`src/rtl/core/rsd_pkg.sv`:
```
// shared types, codes and transition tables for the rotary encoder step decoder
package rsd_pkg;

  typedef enum logic [1:0] {
    ACT_NONE = 2'd0,
    ACT_PUSH = 2'd1,
    ACT_CW   = 2'd2,
    ACT_CCW  = 2'd3
  } action_t;

  typedef struct packed {
    logic              last_a;
    logic              last_b;
    logic signed [3:0] step_count;
  } enc_state_t;

  localparam logic MODE_THREE = 1'b0;
  localparam logic MODE_FOUR  = 1'b1;

  localparam logic signed [3:0] THRESH_THREE = 4'sd3;
  localparam logic signed [3:0] THRESH_FOUR  = 4'sd4;

  // index is {last_a, last_b, phase_a, phase_b}
  localparam logic signed [1:0] STEP_THREE [16] = '{
    2'sd0,  2'sd1,  2'sd0,  -2'sd1,
    -2'sd1, 2'sd0,  2'sd0,  2'sd1,
    2'sd0,  2'sd0,  2'sd0,  2'sd0,
    2'sd1,  -2'sd1, 2'sd0,  2'sd0
  };

  localparam logic signed [1:0] STEP_FOUR [16] = '{
    2'sd0,  -2'sd1, 2'sd1,  2'sd0,
    2'sd1,  2'sd0,  2'sd0,  -2'sd1,
    -2'sd1, 2'sd0,  2'sd0,  2'sd1,
    2'sd0,  2'sd1,  -2'sd1, 2'sd0
  };

endpackage

```
`src/rtl/core/rotary_encoder_step_decoder.sv`:
```
// rotary encoder step decoder: sample register, decode, result register
// items pass the sample register, then the result register
// throughput: one item per cycle unless stalled; the input register drains as the result frees
// a stalled result holds off at most one more item in the input register
// reset empties both registers, clears the phase history and the step counter; mode resets to 4-phase
module rotary_encoder_step_decoder (
  input  logic             clk,
  input  logic             rst,
  input  logic             cfg_valid,
  output logic             cfg_ready,
  input  logic             encoder_mode,
  input  logic             in_valid,
  output logic             in_ready,
  input  logic             phase_a,
  input  logic             phase_b,
  input  logic             switch_pressed,
  output logic             out_valid,
  input  logic             out_ready,
  output rsd_pkg::action_t action
);
  import rsd_pkg::*;

  logic       mode;
  logic       s1_valid;
  logic       s1_a;
  logic       s1_b;
  logic       s1_sw;
  enc_state_t enc_state;
  enc_state_t enc_state_next;
  action_t    action_next;
  logic       s1_advance;

  assign cfg_ready  = 1'b1;
  assign s1_advance = s1_valid && (!out_valid || out_ready);
  assign in_ready   = !s1_valid || s1_advance;

  rsd_decode u_decode (
    .phase_a        (s1_a),
    .phase_b        (s1_b),
    .switch_pressed (s1_sw),
    .mode           (mode),
    .state_cur      (enc_state),
    .action         (action_next),
    .state_next     (enc_state_next)
  );

  always_ff @(posedge clk) begin
    if (rst) begin
      mode <= MODE_FOUR;
    end else if (cfg_valid && cfg_ready) begin
      mode <= encoder_mode;
    end
  end

  always_ff @(posedge clk) begin
    if (rst) begin
      s1_valid <= 1'b0;
    end else if (in_ready) begin
      s1_valid <= in_valid;
    end
  end

  always_ff @(posedge clk) begin
    if (in_valid && in_ready) begin
      s1_a  <= phase_a;
      s1_b  <= phase_b;
      s1_sw <= switch_pressed;
    end
  end

  // history and counter move only when an item leaves the sample register
  always_ff @(posedge clk) begin
    if (rst) begin
      enc_state <= '0;
    end else if (s1_advance) begin
      enc_state <= enc_state_next;
    end
  end

  always_ff @(posedge clk) begin
    if (rst) begin
      out_valid <= 1'b0;
    end else if (s1_advance) begin
      out_valid <= 1'b1;
    end else if (out_ready) begin
      out_valid <= 1'b0;
    end
  end

  always_ff @(posedge clk) begin
    if (s1_advance) begin
      action <= action_next;
    end
  end

endmodule

```
`src/rtl/core/rsd_decode.sv`:
```
// push detection, transition decode, step accumulation and detent detection for one sample
module rsd_decode (
  input  logic                phase_a,
  input  logic                phase_b,
  input  logic                switch_pressed,
  input  logic                mode,
  input  rsd_pkg::enc_state_t state_cur,
  output rsd_pkg::action_t    action,
  output rsd_pkg::enc_state_t state_next
);
  import rsd_pkg::*;

  logic [3:0]        key;
  logic signed [1:0] delta;
  logic signed [3:0] sum;
  logic signed [3:0] thr;
  logic signed [3:0] neg_thr;

  assign key     = {state_cur.last_a, state_cur.last_b, phase_a, phase_b};
  assign delta   = (mode == MODE_FOUR) ? STEP_FOUR[key] : STEP_THREE[key];
  assign sum     = state_cur.step_count + {{2{delta[1]}}, delta};
  assign thr     = (mode == MODE_FOUR) ? THRESH_FOUR : THRESH_THREE;
  assign neg_thr = -thr;

  always_comb begin
    action     = ACT_NONE;
    state_next = state_cur;
    priority if (switch_pressed) begin
      action = ACT_PUSH;
    end else if (phase_a == state_cur.last_a && phase_b == state_cur.last_b) begin
      action = ACT_NONE;
    end else begin
      state_next.last_a = phase_a;
      state_next.last_b = phase_b;
      // sum stays within -4..4, so the 4-bit compare is safe
      priority if (sum <= neg_thr) begin
        action                = ACT_CCW;
        state_next.step_count = 4'sd0;
      end else if (sum >= thr) begin
        action                = ACT_CW;
        state_next.step_count = 4'sd0;
      end else begin
        state_next.step_count = sum;
      end
    end
  end

endmodule

```
`config.mk`:
```
export PLATFORM = sky130hd
export DESIGN_NAME = rotary_encoder_step_decoder
export DESIGN_NICKNAME = d
export VERILOG_FILES = /design/src/rtl/core/rsd_pkg.sv /design/src/rtl/core/rotary_encoder_step_decoder.sv /design/src/rtl/core/rsd_decode.sv
export SDC_FILE = /design/constraint.sdc
export NUM_CORES = 1
export LEC_CHECK = 0
export BUFFER_PORTS_ARGS = -buffer_cell sky130_fd_sc_hd__buf_4
export CAP_MARGIN = 25
export CORE_MARGIN = 2
export CORE_UTILIZATION = 35
export CTS_CLUSTER_SIZE = 12
export DETAILED_ROUTE_END_ITERATION = 6
export GPL_ROUTABILITY_DRIVEN = 0
export PLACE_DENSITY = 0.55
export SETUP_SLACK_MARGIN = 0.05
export SLEW_MARGIN = 20
export SYNTH_ARGS = -nofsm -noshare
export SYNTH_HDL_FRONTEND = slang
export SYNTH_HIERARCHICAL = 1
export SYNTH_SLANG_ARGS = --single-unit
```
`constraint.sdc`:
```
create_clock -name clk -period 8.1 [get_ports clk]
set_clock_uncertainty 0.05 [all_clocks]
set_input_delay 0 -clock clk [delete_from_list [all_inputs] [get_ports clk]]
set_output_delay 0 -clock clk [all_outputs]
set_load 0.03 [all_outputs]
```
==> out/metrics.yaml, run 1 <==
floorplan:
  core_sq_um: 3050
  die_h_um: 60.7
  rows: 20
  ioPinCount: 14
  die_area_sq_um: 3680
  start_util_pct: 36.8
  die_w_um: 60.7
grt:
  grt_pass1_wl_um: 3780
  antenna_found_initial: 0
  track_usage_pct: 13.8
  grt_start_max_net_pins: 16
  grt_pass1_vias: 817
  grt-ovfl-total: 0
sta:
  slew_headroom_pct: 58.4
  tightest_slew_ns: 0.621
  drv_slew: 0
  timing.final.crit_share_pct: 42.7
  setup_tns_ns: 0
  min_period_ns: 3.46
  final-setup-viol-count: 0
  hold_viol: 0
  rsz0062_at_grt: "no"
  fmax_mhz: 289
synth:
  synth_most_common_cell: "nand2b_1"
  synth-edff-count: 5
  yosys-top-cells-count: "nand2b_1 (13), inv_1 (12), nand2_1 (12), ha_1 (10), dfxtp_1 (9)"
  synthTopCellsByArea: "dfxtp_1 (16%), edfxtp_1 (13%), ha_1 (11%)"
  ys.flop_type: "dfxtp_1"
  avgSynthCellArea_sq_um: 8.78
  yosys.area.top_type: "dfxtp_1"
  syn_nets: 148
  synth_warnings: 6
  synth_top_area_share_pct: 16.0
  syn-instance-count: 128
  synth.cell_area_sq_um: 1120
  ys_ff_latch: 14
  yosysSeqAreaShare_pct: 29.4
  synth_cell_types: 37
  async_reset_ff_share_pct: 0
cells_and_area:
  final_layout_size_suffix_gt1_share_pct: 13.7
  multiInputGateArea_sq_um: 694
  fillCellCount: 320
  regArea_sq_um: 330
  fin_nets: 167
  syn_to_final_growth_pct: 18.5
  antenna_cells: 0
routing:
  drtPass1Iterations: 4
  viasPerCell: 4.66
  vias: 886
  avgRoutedWirePerCell_um: 11.3
  first_iter_violations: 21
  drtAntennaViolNets: 0
  drc: 0
  totalWireLength_um: 2150
cts:
  cts.htree.levels: 1
  clk_latency_ns: 0.28
  cts_made_buffers: 3
  cts_root_buffer: "clkbuf_4"
  cts.sinks: 14
  cts_hold_buf: 9
  cts_buffer_depth: 2
  cts_setup_buffers: 0
  cts_tree: "built"
  cts_repair_resize_count: 0
  clk_pin_slew_ns: 0.10
worst_hold_path:
  hp-class: "primary input to flip-flop"
run_status:
  outcome: "finished, final reports clean"
run:
  drv_cap: 0
place:
  numPortBuffers: 12
  hpwl_um: 1570
critical_path:
  crit_type: "flip-flop to flip-flop"
  critPathSlowestCell: "edfxtp_1"
  rrSetupSlack_ns: 4.64
  cp.required_ns: 8.27
  end_kind: "flip-flop"
  max_stage_delay_ns: 0.46
  critPathMaxFanout: 9
  crit_arrival_ns: 3.63
  crit_chain: "inv_1 > ha_1 > mux2_4 > a221o_1 > and2_1 > ha_1 > a21oi_1 > a21oi_1 > a211o_1 > a2111o_1 > nand3_1 > nand2b_1 > mux2i_1"
  critPathLaunchType: "flip-flop"
pwr:
  p_per_area_nw_per_um2: 135
  power_mw: 0.180
  p_leak_nw: 0.558
  ir_worst_vdd_mv: 0.0839
-- critical path, delay by kind of cell (launching register included) --
kind | cells | cell delay (ns)
AOI/OAI and AO/OA | 5 | 1.52
adders and majority gates | 2 | 0.55
DFF | 1 | 0.46
muxes | 2 | 0.38
and+or+nand+nor | 3 | 0.34
buffers and inverters | 1 | 0.11
-- final timing paths --
kind | from | to | cells after the start
max | s1_a | enc_state[1] | 13
min reg2reg | enc_state[3] | enc_state[3] | 2
min | out_ready | s1_a | 3
max reg2reg | s1_a | enc_state[1] | 13
-- stage by stage --
stage                     cell area [sq um]  setup WS [ns]  hold WS [ns]  cells  utilization [%]
after floorplan                        1120           4.90        0.0489    128                -
after global placement                 1210           4.61         0.128    177             39.8
after detailed placement               1210           4.62         0.130    177             39.8
after CTS                              1330           4.58         0.223    190             43.6
after global routing                   1330           4.38         0.243    190             43.6
final                                  1330           4.64         0.230    190             43.6
-- state kept, by name, indices dropped and copies added (netlist names) --
| name | flops |
|---|---|
| enc_state | 6 |
| action | 2 |
| mode | 1 |
| out_valid | 1 |
| s1_a | 1 |
| s1_b | 1 |
| s1_sw | 1 |
| s1_valid | 1 |
-- cell families (layout without fill, tap and decap cells) --
| logic type | after synthesis | in the layout | share of synthesized area [%] |
|---|---|---|---|
| compound gates | 24 | 24 | 15.1 |
| xor+xnor | 4 | 4 | 3.12 |
| fa+ha+maj | 11 | 11 | 12.9 |
| buf+inv | 19 | 37 | 8.80 |
| flops | 14 | 14 | 29.4 |
| mux | 9 | 9 | 8.57 |
| other cells | 1 | 1 | 0.334 |
| simple gates | 46 | 46 | 21.7 |
-- cell usage in the layout, fill, tap and decap left out, types with 2 or more instances in the layout --
| master | instances |
|---|---|
| a2111o_1 | 2 |
| clkbuf_4 | 3 |
| a21o_1 | 2 |
| dlygate4sd3_1 | 9 |
| a21oi_1 | 8 |
| nand2_1 | 12 |
| ha_1 | 10 |
| a211o_1 | 3 |
| nand4_1 | 3 |
| nor2_1 | 7 |
| nand2b_1 | 13 |
| buf_4 | 12 |
| xor2_1 | 2 |
| mux2i_1 | 7 |
| o21ai_0 | 3 |
| dfxtp_1 | 9 |
| edfxtp_1 | 5 |
| xnor2_1 | 2 |
| nor2b_1 | 2 |
| inv_1 | 12 |
| nand3_1 | 4 |
-- power by group --
| group | internal, mW | leakage, nW | switching, mW |
|---|---|---|---|
| Sequential | 0.0768 | 0.122 | 0.00417 |
| Combinational | 0.0259 | 0.421 | 0.0297 |
| Clock | 0.0178 | 0.0154 | 0.0252 |
| Total | 0.121 | 0.558 | 0.0590 |
-- area by class of cell --
| class | count | share of cell area (%) |
|---|---|---|
| multi-input combinational | 95 | 52.2 |
| sequential | 14 | 24.8 |
| timing repair buffer | 21 | 13.5 |
| tap | 44 | 4.14 |
| inverter | 12 | 3.38 |
| clock buffer | 3 | 1.69 |
| clock inverter | 1 | 0.282 |
-- per-layer routing --
layer | GRT usage, % | part of all wire (%)
met5 | 0 | 0
met1 | 20.3 | 54
met2 | 20.1 | 42
met4 | 4.66 | 0.88
met3 | 2.56 | 2.3
(Power assumes the default switching activity.)
==> run 2, diff against run 1 <==
==> constraint.sdc (replaced) <==
create_clock -name clk -period 3.5 [get_ports clk]
set_clock_uncertainty 0.05 [all_clocks]
set_input_delay 0 -clock clk [delete_from_list [all_inputs] [get_ports clk]]
set_output_delay 0 -clock clk [all_outputs]
set_load 0.03 [all_outputs]
==> run 2 against run 1 <==
Register-to-register slack lost 4.4 ns. Clock power grew to 2.7 times the previous value. Via count grew 6.2%. Maximum frequency grew 7.1%. Sequential power grew 130%. Worst hold slack gained 0.0035 ns. Largest cell class unchanged. Wire length grew 5.5%. Final cell count grew 3.7%.
==> out/metrics.yaml, run 2 (synthesis gave the netlist of run 1 again) <==
critical_path:
  crit_arrival_ns: 3.39  # -0.24 ns
  critPathLaunchType: "flip-flop"
  cp.required_ns: 3.66  # -4.61 ns
  rrSetupSlack_ns: 0.27  # -4.37 ns
  crit_type: "flip-flop to flip-flop"
  critPathLaunch: "s1_b"
  critPathMaxFanout: 7  # -2
  r2r_end: "enc_state[0]"
  end_kind: "flip-flop"
  ff2ff_path_depth: 14  # +1
  rr_startpoint: "s1_b"
cells_and_area:
  syn_to_final_growth_pct: 28.8
  regArea_sq_um: 330  # unchanged
  final_common_cell: "buf_4"
  fin_nets: 174  # +4.2%
  largest-register: "enc_state"
  multiInputGateArea_sq_um: 748  # +7.7%
  final_cell_area_sq_um: 1450  # +8.7%
  mostFrequentLayoutCells: "buf_4 (19), nand2b_1 (13), nand2_1 (12)"
  final_layout_size_suffix_gt1_share_pct: 24.8  # +11 points
  antenna_cells: 0  # unchanged
  fillCellCount: 312  # -2.5%
  largest_registers: "enc_state (6), action (2)"
  largest_reg_flops: 6  # unchanged
  fin_cells: 197  # +3.7%
run_status:
  outcome: "finished, final reports clean"
sta:
  rsz0062_at_grt: "yes"
  final-setup-viol-count: 0  # unchanged
  drv_slew: 0  # unchanged
  setup_tns_ns: 0  # unchanged
  hold_viol: 0  # unchanged
  slew_headroom_pct: 63.6  # +5.2 points
  timing.final.crit_share_pct: 92.3  # +50 points
  hold_slack_ns: 0.234  # +0.00348 ns
  tightest_slew_ns: 0.543  # -0.0777 ns
  min_period_ns: 3.23  # -0.230 ns
  fmax_mhz: 310  # +7.1%
floorplan:
  die_h_um: 60.7  # unchanged
  core_sq_um: 3050  # unchanged
  ioPinCount: 14  # unchanged
  rows: 20  # unchanged
  start_util_pct: 36.8  # unchanged
  die_w_um: 60.7  # unchanged
  die_area_sq_um: 3680  # unchanged
routing:
  drtPass1Iterations: 4  # unchanged
  drc: 0  # unchanged
  totalWireLength_um: 2270  # +5.5%
  drtAntennaViolNets: 0  # unchanged
  avgRoutedWirePerCell_um: 11.5  # +1.7%
  vias: 941  # +6.2%
  first_iter_violations: 37  # +76%
  viasPerCell: 4.78  # +2.4%
grt:
  grt_pass1_vias: 868  # +6.2%
  antenna_found_initial: 0  # unchanged
  grt_pass1_wl_um: 3820  # +1.1%
  grt-ovfl-total: 0  # unchanged
  grt_start_max_net_pins: 16  # unchanged
  track_usage_pct: 13.9  # +0.16 points
place:
  dp.cells: 179  # +1.1%
  numPortBuffers: 12  # unchanged
  postPlaceCellArea_sq_um: 1230  # +1.2%
  hpwl_um: 1590  # +0.92%
pwr:
  power_mw: 0.461  # +160%
  p_leak_nw: 0.604  # +8.1%
  ir_worst_vdd_mv: 0.149  # +78%
  p_per_area_nw_per_um2: 318  # +140%
worst_hold_path:
  hp-class: "primary input to flip-flop"
  min_from: "out_ready"
  min_to: "enc_state[5]"
  hold-path-cell-count: 4  # +1
cts:
  cts_tree: "built"
  cts_buffer_depth: 2  # unchanged
  cts.sinks: 14  # unchanged
  cts_made_buffers: 3  # unchanged
  cts_root_buffer: "clkbuf_4"
  clk_latency_ns: 0.28  # about the same
  cts.htree.levels: 1  # unchanged
  clk_pin_slew_ns: 0.09  # about the same
run:
  drv_cap: 0  # unchanged
[run 2: power breakdown]
part           internal (mW)  total [mW]  leakage (nW)  switching, mW
Combinational         0.0788       0.156         0.461         0.0771
Clock                 0.0632       0.118        0.0210         0.0548
Sequential             0.178       0.187         0.122        0.00930
[run 2: what timing repair did]
item / 4_1_cts / 5_1_grt
endpoints found under the setup margin: 0 / 6
buffers inserted: 0 / 5
hold buffers: 9 / 0
endpoints found under the hold margin: 6 / 0
resized for setup: 0 / 11
[run 2: worst max path at each step]
stage                        end
floorplan           enc_state[1]
global placement       action[1]
detailed placement  enc_state[1]
CTS                 enc_state[1]
global route           action[1]
finish              enc_state[0]
[run 2: per-layer routing]
layer | wire length (um) | track usage (%)
met1 | 1100 | 18.3
met5 | 0 | 0
met4 | 18 | 5.59
met3 | 49 | 2.56
met2 | 1100 | 22.6
[run 2: through the flow]
| stage | setup WS [ns] | utilization, % |
|---|---|---|
| after floorplan | 0.300 | - |
| after global placement | 0.105 | 40.3 |
| after detailed placement | 0.0882 | 40.3 |
| after CTS | 0.0565 | 44.4 |
| after global routing | 0.0167 | 47.4 |
| final | 0.270 | 47.4 |
[run 2: area by class of cell]
| cell class | count | share of cell area (%) |
|---|---|---|
| clock buffer | 4 | 2.51 |
| inverter | 12 | 3.11 |
| multi-input combinational | 95 | 51.7 |
| sequential | 14 | 22.8 |
| tap | 44 | 3.80 |
| timing repair buffer | 28 | 16.1 |
[run 2: worst max-delay path, stage by stage, from the launching register on]
cell and delay, ns:
edfxtp_1 0.46, inv_2 0.08, ha_1 0.20, mux2_4 0.26
a221o_1 0.33, and2_4 0.18, ha_4 0.23, a21oi_2 0.18
and3_4 0.21, o211ai_1 0.16, buf_4 0.20, a2111o_1 0.35
nand3_1 0.08, nand2b_1 0.05, mux2i_1 0.11
